### src/rtl/core/kmms_pkg.sv
package kmms_pkg;

    typedef logic [7:0] char_t;
    typedef logic [5:0] slot_t;
    typedef logic [6:0] len_t;
    typedef logic [6:0] start_t;
    typedef logic [6:0] count_t;

    // configuration register indexes
    typedef enum logic [0:0] {
        REG_MOTIF_LENGTH       = 1'b0,
        REG_MISMATCH_ALLOWANCE = 1'b1
    } reg_index_t;

    localparam logic OP_MOTIF_LOAD = 1'b0;
    localparam logic OP_READ_CHAR  = 1'b1;

    // control broadcast to every cell of the row
    typedef struct packed {
        logic  shift;   // read character taken: row moves one place
        logic  load;    // motif character written at slot
        logic  adv;     // pipeline advances: capture mismatch flag
        slot_t slot;
        char_t ch;
        len_t  len;     // motif length in use, already clamped
    } cell_ctrl_t;

    // one token per accepted read character
    typedef struct packed {
        logic   valid;
        logic   win;    // a full window ended on this character
        logic   last;
        start_t start;
    } token_t;

endpackage

### src/rtl/core/k_mismatch_motif_search.sv
// k-mismatch motif search.
// Input stream (s_axis_*): tuser = opcode. Opcode 0 writes char to motif slot;
// opcode 1 is a read character, tlast marking the final one of the read.
// Config port: cfg_wr_en/cfg_index/cfg_data write motif_length (0) or
// mismatch_allowance (1); write only while no read is in flight.
// Output stream (m_axis_*): one item per read, after the read's last char:
// found flag in tuser, best start and its mismatch count in tdata.
// Each window is checked against the motif as it stands when the window ends.
// Throughput: one item per cycle while the output does not stall; the row of cells
// compares all motif places at once and the mismatch count goes through a three-level
// registered adder, in step with the token pipeline.
// Stall: a held output only blocks the input when a further result arrives at
// the last stage; until then items keep flowing behind it.
// Reset: motif length 1, allowance 0, read state cleared, output empty.
// Motif contents are not cleared by reset.
module k_mismatch_motif_search #(
    parameter int MAX_MOTIF = 64,
    parameter int MAX_READ  = 128
) (
    input  logic        clk,
    input  logic        rst_n,

    input  logic        s_axis_tvalid,
    output logic        s_axis_tready,
    input  logic [15:0] s_axis_tdata,   // [7:0] char_value, [13:8] motif_slot, zero fill
    input  logic [0:0]  s_axis_tuser,   // [0] opcode
    input  logic        s_axis_tlast,   // read_last

    output logic        m_axis_tvalid,
    input  logic        m_axis_tready,
    output logic [15:0] m_axis_tdata,   // [6:0] match_start, [13:7] mismatch_count, zero fill
    output logic [0:0]  m_axis_tuser,   // [0] found

    input  logic        cfg_wr_en,
    input  logic [0:0]  cfg_index,
    input  logic [6:0]  cfg_data
);

    localparam int CW = $clog2(MAX_MOTIF + 1);
    localparam int PW = $clog2(MAX_READ + 1);
    localparam int XW = ((PW > 7) ? PW : 7) + 1;

    typedef logic [XW-1:0] pos_ext_t;

    // configuration
    kmms_pkg::len_t len_cfg_reg;
    logic [6:0]     allow_reg;
    kmms_pkg::len_t len_eff;

    always_ff @(posedge clk or negedge rst_n)
    begin
        if (!rst_n)
        begin
            len_cfg_reg <= 7'd1;
            allow_reg   <= '0;
        end
        else if (cfg_wr_en)
        begin
            unique case (cfg_index)
                kmms_pkg::REG_MOTIF_LENGTH:       len_cfg_reg <= cfg_data;
                kmms_pkg::REG_MISMATCH_ALLOWANCE: allow_reg   <= cfg_data;
                default:                          ;
            endcase
        end
    end

    // 0 counts as 1, anything above the row length as the row length
    always_comb
    begin
        priority if (len_cfg_reg == '0)
        begin
            len_eff = 7'd1;
        end
        else if (32'(len_cfg_reg) > MAX_MOTIF)
        begin
            len_eff = kmms_pkg::len_t'(MAX_MOTIF);
        end
        else
        begin
            len_eff = len_cfg_reg;
        end
    end

    // input side
    kmms_pkg::char_t in_char;
    kmms_pkg::slot_t in_slot;
    logic            adv;
    logic            stall;
    logic            accept;
    logic            rd_accept;
    logic            store;

    logic [PW-1:0]   pos_reg;
    logic [PW-1:0]   pos_next;
    pos_ext_t        pos1;

    kmms_pkg::token_t tok0_next;
    kmms_pkg::token_t tok_reg [5];

    assign in_char = s_axis_tdata[7:0];
    assign in_slot = s_axis_tdata[13:8];

    assign s_axis_tready = adv;
    assign accept        = s_axis_tvalid && adv;
    assign rd_accept     = accept && (s_axis_tuser[0] == kmms_pkg::OP_READ_CHAR);
    assign store         = rd_accept && (32'(pos_reg) < MAX_READ);
    assign pos1          = pos_ext_t'(pos_reg) + pos_ext_t'(1);

    always_comb
    begin
        pos_next = pos_reg;
        if (rd_accept)
        begin
            if (s_axis_tlast)
            begin
                pos_next = '0;
            end
            else if (store)
            begin
                pos_next = PW'(pos1);
            end
        end
    end

    always_comb
    begin
        tok0_next.valid = rd_accept;
        tok0_next.last  = s_axis_tlast;
        tok0_next.win   = store && (pos1 >= pos_ext_t'(len_eff));
        tok0_next.start = kmms_pkg::start_t'(pos1 - pos_ext_t'(len_eff));
    end

    // token pipeline, aligned with the cells and the adder levels
    always_ff @(posedge clk or negedge rst_n)
    begin
        if (!rst_n)
        begin
            pos_reg <= '0;
            for (int s = 0; s < 5; s++)
            begin
                tok_reg[s].valid <= 1'b0;
            end
        end
        else if (adv)
        begin
            pos_reg    <= pos_next;
            tok_reg[0] <= tok0_next;
            for (int s = 1; s < 5; s++)
            begin
                tok_reg[s] <= tok_reg[s-1];
            end
        end
    end

    // row of cells
    kmms_pkg::cell_ctrl_t cell_ctrl;
    kmms_pkg::char_t      char_chain [MAX_MOTIF+1];
    logic [MAX_MOTIF-1:0] mismatch_bits;

    always_comb
    begin
        cell_ctrl.shift = store;
        cell_ctrl.load  = accept && (s_axis_tuser[0] == kmms_pkg::OP_MOTIF_LOAD);
        cell_ctrl.adv   = adv;
        cell_ctrl.slot  = in_slot;
        cell_ctrl.ch    = in_char;
        cell_ctrl.len   = len_eff;
    end

    assign char_chain[MAX_MOTIF] = in_char;

    for (genvar j = 0; j < MAX_MOTIF; j++)
    begin : g_cell
        kmms_cell #(
            .IDX (j)
        ) u_cell (
            .clk      (clk),
            .ctrl     (cell_ctrl),
            .char_in  (char_chain[j+1]),
            .char_out (char_chain[j]),
            .mismatch (mismatch_bits[j])
        );
    end

    logic [CW-1:0] total;

    kmms_popcount #(
        .N (MAX_MOTIF)
    ) u_popcount (
        .clk   (clk),
        .en    (adv),
        .bits  (mismatch_bits),
        .total (total)
    );

    // best tracking and output register
    logic                 best_found_reg;
    kmms_pkg::start_t     best_start_reg;
    logic [CW-1:0]        best_mm_reg;
    logic                 cand;
    logic                 nf;
    kmms_pkg::start_t     ns;
    logic [CW-1:0]        nm;
    logic                 emit;

    logic                 out_valid_reg;
    logic                 out_found_reg;
    kmms_pkg::start_t     out_start_reg;
    kmms_pkg::count_t     out_count_reg;

    assign emit  = tok_reg[4].valid && tok_reg[4].last;
    assign stall = emit && out_valid_reg && !m_axis_tready;
    assign adv   = !stall;

    // strictly fewer mismatches wins, so the earliest start is kept on ties
    assign cand = tok_reg[4].valid && tok_reg[4].win
                  && (32'(total) <= 32'(allow_reg))
                  && (!best_found_reg || (total < best_mm_reg));
    assign nf   = cand || best_found_reg;
    assign ns   = cand ? tok_reg[4].start : best_start_reg;
    assign nm   = cand ? total : best_mm_reg;

    always_ff @(posedge clk or negedge rst_n)
    begin
        if (!rst_n)
        begin
            best_found_reg <= 1'b0;
            best_start_reg <= '0;
            best_mm_reg    <= '0;
            out_valid_reg  <= 1'b0;
        end
        else
        begin
            if (adv && emit)
            begin
                best_found_reg <= 1'b0;
                best_start_reg <= '0;
                best_mm_reg    <= '0;
                out_valid_reg  <= 1'b1;
            end
            else
            begin
                if (adv && cand)
                begin
                    best_found_reg <= 1'b1;
                    best_start_reg <= ns;
                    best_mm_reg    <= nm;
                end
                if (m_axis_tready)
                begin
                    out_valid_reg <= 1'b0;
                end
            end
        end
    end

    always_ff @(posedge clk)
    begin
        if (adv && emit)
        begin
            out_found_reg <= nf;
            out_start_reg <= nf ? ns : '0;
            out_count_reg <= nf ? kmms_pkg::count_t'(nm) : '0;
        end
    end

    assign m_axis_tvalid = out_valid_reg;
    assign m_axis_tuser  = out_found_reg;
    assign m_axis_tdata  = {2'b00, out_count_reg, out_start_reg};

endmodule

### src/rtl/core/kmms_cell.sv
module kmms_cell #(
    parameter int IDX = 0
) (
    input  logic                   clk,
    input  kmms_pkg::cell_ctrl_t   ctrl,
    input  kmms_pkg::char_t        char_in,    // from the neighbour above
    output kmms_pkg::char_t        char_out,
    output logic                   mismatch
);

    kmms_pkg::char_t motif_reg;
    kmms_pkg::char_t char_reg;
    logic            mismatch_reg;
    logic            in_win;
    logic            is_tail;

    assign in_win  = 32'(ctrl.len) > IDX;
    assign is_tail = 32'(ctrl.len) == IDX + 1;

    always_ff @(posedge clk)
    begin
        if (ctrl.load && (32'(ctrl.slot) == IDX))
        begin
            motif_reg <= ctrl.ch;
        end
        if (ctrl.shift)
        begin
            // newest character enters at the tail, older ones move down
            char_reg <= is_tail ? ctrl.ch : char_in;
        end
        if (ctrl.adv)
        begin
            mismatch_reg <= in_win && (char_reg != motif_reg);
        end
    end

    assign char_out = char_reg;
    assign mismatch = mismatch_reg;

endmodule

### src/rtl/core/kmms_popcount.sv
module kmms_popcount #(
    parameter int N = 64,
    localparam int CW = $clog2(N + 1)
) (
    input  logic          clk,
    input  logic          en,
    input  logic [N-1:0]  bits,
    output logic [CW-1:0] total
);

    // three registered levels: 8 bits, 8 groups, up to 4 blocks
    localparam int NG2 = (N + 63) / 64;
    localparam int NG  = NG2 * 8;

    typedef logic [NG*8-1:0] pad_t;

    pad_t          pad;
    logic [3:0]    grp_reg [NG];
    logic [3:0]    grp_next [NG];
    logic [6:0]    mid_reg [NG2];
    logic [6:0]    mid_next [NG2];
    logic [CW-1:0] total_reg;
    logic [CW-1:0] total_next;

    assign pad = pad_t'(bits);

    always_comb
    begin
        for (int g = 0; g < NG; g++)
        begin
            grp_next[g] = '0;
            for (int b = 0; b < 8; b++)
            begin
                grp_next[g] = grp_next[g] + {3'b000, pad[g*8+b]};
            end
        end
    end

    always_comb
    begin
        for (int m = 0; m < NG2; m++)
        begin
            mid_next[m] = '0;
            for (int k = 0; k < 8; k++)
            begin
                mid_next[m] = mid_next[m] + {3'b000, grp_reg[m*8+k]};
            end
        end
    end

    always_comb
    begin
        logic [8:0] acc;
        acc = '0;
        for (int m = 0; m < NG2; m++)
        begin
            acc = acc + {2'b00, mid_reg[m]};
        end
        total_next = CW'(acc);
    end

    always_ff @(posedge clk)
    begin
        if (en)
        begin
            grp_reg   <= grp_next;
            mid_reg   <= mid_next;
            total_reg <= total_next;
        end
    end

    assign total = total_reg;

endmodule

### config.mk
export PLATFORM = sky130hd
export DESIGN_NAME = k_mismatch_motif_search
export DESIGN_NICKNAME = d
export VERILOG_FILES = /design/src/rtl/core/kmms_pkg.sv /design/src/rtl/core/k_mismatch_motif_search.sv /design/src/rtl/core/kmms_cell.sv /design/src/rtl/core/kmms_popcount.sv
export SDC_FILE = /design/constraint.sdc
export NUM_CORES = 2
export LEC_CHECK = 0
export ABC_AREA = 1
export CORE_ASPECT_RATIO = 0.9
export CORE_MARGIN = 5
export CORE_UTILIZATION = 25
export DETAILED_ROUTE_END_ITERATION = 8
export DONT_BUFFER_PORTS = 1
export GPL_TIMING_DRIVEN = 0
export PLACE_DENSITY = 0.38
export RECOVER_POWER = 100
export SLEW_MARGIN = 40
export SYNTH_ARGS = -nofsm -noshare
export SYNTH_HDL_FRONTEND = slang
export SYNTH_SLANG_ARGS = --single-unit
### constraint.sdc
create_clock -name clk -period 82.8 [get_ports clk]
set_input_delay 8.28 -clock clk [delete_from_list [all_inputs] [get_ports clk]]
set_output_delay 8.28 -clock clk [all_outputs]
set_load 0.005 [all_outputs]
==> impl_summary.md <==
Critical path
The peak per-stage delay on the critical path is 290 ps. The data arrival time of the worst path is 8750 ps. The category of the worst setup path launch point is an input port. The class of the most critical setup path is in -> out. The slowest stage of the critical path is the nand3_1 cell. The endpoint class of the critical path is a primary output. The critical path starts at m_axis_tready. The buffer and inverter count on the worst path is 0. The kind of cell adding the most delay to the critical path is simple AND/OR/NAND/NOR gates. Of all nets on the critical path, the largest fanout is 4. The cell depth of the worst flop-to-flop path is 15.

The data required time at the worst endpoint is 74520 ps. The flop-to-flop setup slack is 73680 ps. The worst register-to-register path begins at m_axis_tvalid. The endpoint identified for the worst register-to-register timing path is g_cell[29].u_cell.char_out[6]. Walking the worst path, the cells encountered are nor2_1 > nand3_1.

Logic synthesis
Of the synthesized area, sequential elements account for 0.693. Of all flip-flops after synthesis, the portion carrying an async set or reset was 0.0348. The warning count from the yosys run is 0. Synthesis inferred 1237 register bits.

The netlist uses 47 different library cells. The number of instances in the synthesized netlist is 4050. The total standard cell area after synthesis is 53300 um2. The leading register cell type out of synthesis is edfxtp_1. After synthesis, the mean cell area works out to 13.2 um2. In this run, synthesis inferred 1194 flip-flops with an integrated enable.

CTS
The clock root buffer is clkbuf_16. The clock passes through at most 3 buffers. The total clock buffers created by CTS is 140. The post-CTS setup repair buffer count is 0. The clock net sink count is 1237. Once the clock tree was built, the resizer swapped 0 gates to a different size. The H-tree was split into 4 levels. Clock-pin slew was measured on the worst setup and hold paths at 60 ps.

The worst-skew pair later-pin latency is 780 ps. The clock tree from TritonCTS is done. The hold buffer count at cts is 0.

Min path
The worst min-delay path class is reg -> reg. Along the worst hold path, the cell count comes to 0. The worst hold endpoint is tok_reg[8]. The hold path startpoint is tok_reg[18].

Detailed routing
The remaining routing DRC violations is 0. The iteration count of the initial detailed-routing pass is 5. Summing over every cut layer, the via total after detailed routing is 31600. The via count normalized by instance count is 4.40.

The violation count after the first detailed-routing iteration is 2812. After detailed routing, the total wire length is 173000 um. The post-detailed-route count of antenna-violating nets is 0.

In the final routed layout, each cell accounts on average for 24.1 um.

Final layout
The final design utilization is 0.289. Summing all non-filler instances in the final layout gives an area of 61200 um2. At the end of the flow, the number of nets in the layout was 4384. Leaving out fill and tap cells, the most frequent cells in the layout are edfxtp_1, nand2_1, o21ai_0. Of the cells placed in the final design, the portion with a size suffix greater than 1 is 0.0647.

The library cell used most frequently in the layout, excluding fill and tap cells, is edfxtp_1. From synthesis to final layout, the design area changed by 14.9%.

Timing
The normalized max-slew margin is -0.821. In the finished design, the share of the clock period the worst path needs comes to 0.206. Setup repair after global routing left no endpoint under its margin. The count of endpoints failing hold in the final timing report is 0.

Setup violations remaining at the end of the flow were counted as 0. The number of pins exceeding their max-slew limit in the final report was 137. The worst clock skew is 44.0 ps. At the pin with the least slew margin, the transition time is 2720 ps.

Based on the critical path, the design can be clocked at up to 0.0587 GHz. Summed over all failing endpoints, the final setup total negative slack is 0 ps. The worst path needs 17030 ps of the cycle, external delays included.

Pwr
The areal power density over the cells is 29.3 nW/um2. Of the total power, the share spent switching nets is 0.305. Power comes to 1.80 mW.

The leakage power is 21.7 nW. The portion of total power attributed to the clock network is 0.336. Of the total power, registers draw 0.437. The share of total power in combinational logic is 0.227.

The analysis attributes to net switching a power of 548 uW. The worst vdd rail ir drop is 61.5 uV. The internal portion of the total power is 1.25 mW.

Job
The number of max-capacitance violations reported is 6.

Run status
The flow ran to the end, but the final reports show violations. The checks that failed: capacitance limit, slew limit.

Die
During I/O placement, the number of pins put on the boundary was 50. The standard cell core area is 212000 um2. The row count is 160.

The initial core utilization is 0.252. The die covers 223000 um2. The horizontal extent of the die is 497 um. From bottom edge to top edge, the die measures 448 um.

Global route
The first global-routing pass estimated 244000 um of wire. The global-route congestion overflow total is 0. The number of global-route vias before repair is 32181. Entering global routing, the biggest net connects 68 pins. The initial antenna violation count is 23. The overall track demand over capacity in global routing is 0.155.

Placement
The half-perimeter wire length of the detailed placement result is 116000 um. The area of placed instances is 58000 um2. The final weighted congestion of routability-driven global placement is 0.809.

During placement, the flow inserted port buffers numbering 0.
==> synth_stat cells (3+ instances only) <==
cell type / instances / area, um2
o21ai_0: 451 / 2260
nor4_1: 44 / 275
o22ai_1: 8 / 50.1
nand2_2: 3 / 18.8
edfxtp_1: 1194 / 35900
dfrtp_1: 42 / 1050
nor2_1: 177 / 664
buf_2: 10 / 50.1
xor2_1: 188 / 1650
nand2_1: 723 / 2710
o21a_1: 5 / 37.5
nor2_2: 5 / 31.3
o21ai_2: 53 / 464
inv_2: 7 / 26.3
nand2_4: 9 / 101
buf_4: 4 / 30.0
fa_1: 52 / 1040
nand4_1: 98 / 613
ha_1: 60 / 751
nand3_2: 6 / 60.1
inv_1: 238 / 893
or2_2: 9 / 56.3
xnor2_1: 326 / 2860
o21ai_1: 29 / 145
a21oi_1: 64 / 320
nand3_1: 92 / 460
nor2_4: 3 / 33.8
clkbuf_1: 109 / 409
buf_6: 14 / 158
nor3_1: 7 / 35.0
==> worst reg2reg max path, cell delays in order (launching register included) <==
cell      delay (ps)
dfrtp_1          390
inv_1             70
nor2_1            60
nand3_1          240
nand3_1          360
nor2_4           160
clkbuf_1         730
clkbuf_1         900
clkbuf_1         760
clkbuf_1         780
clkbuf_1         650
clkbuf_1         810
clkbuf_1         630
clkbuf_1         780
clkbuf_1         650
clkbuf_1         780
==> logic make-up after synthesis <==
kind of cell | Yosys count | synth area share
buffers and inverters | 384 | 0.0295
adder cells (fa/ha/maj) | 112 | 0.0336
flip-flops | 1237 | 0.693
AND/OR/NAND/NOR | 1182 | 0.0963
other | 1 | 0.0000704
XOR/XNOR | 514 | 0.0845
AO/OA/AOI/OAI | 620 | 0.0631
==> routing by layer <==
metal,GRT usage,routed length [um]
met1,0.224,82700
met2,0.240,76800
met3,0.0302,10400
met4,0.0336,3240
met5,0,41
==> power by group through the flow <==
stage / combinational [mW] / sequential, mW / clock, mW
2_1_floorplan: 0.264 / 0.796 / 0
3_3_place_gp: 0.413 / 0.819 / 0
3_5_place_dp: 0.424 / 0.798 / 0
4_1_cts: 0.428 / 0.785 / 0.620
5_1_grt: 0.461 / 0.788 / 0.647
6_report: 0.408 / 0.784 / 0.603
==> worst max path at each step <==
| stage | slack [ps] | cells past startpoint | to |
|---|---|---|---|
| after floorplan | 46750 | 8 | pos_reg[0] |
| after global placement | 26480 | 8 | pos_reg[1] |
| after detailed placement | 65750 | 2 | s_axis_tready |
| after CTS | 65750 | 2 | s_axis_tready |
| after global routing | 65700 | 2 | s_axis_tready |
| final | 65770 | 2 | s_axis_tready |
==> layout make-up <==
type | count | area, um2
multi-input cells | 2430 | 14700
clock buffers | 190 | 3800
clock inverters | 56 | 536
diodes | 5 | 12.5
plain buffers | 139 | 639
well taps | 2835 | 3550
repair buffers | 48 | 180
fillers | 21711 | 150000
flip-flops and latches | 1237 | 36900
inverters | 245 | 920
==> stage by stage <==
step                      instances  worst slack (ps)  hold slack [ps]
after CTS                      7180             65750              417
after global routing           7181             65700              422
after detailed placement       6934             65750              405
final                          7185             65770              416
after global placement         6886             26480              401
after floorplan                4051             46750              400
Note: power is estimated with default switching activity, not from simulation.
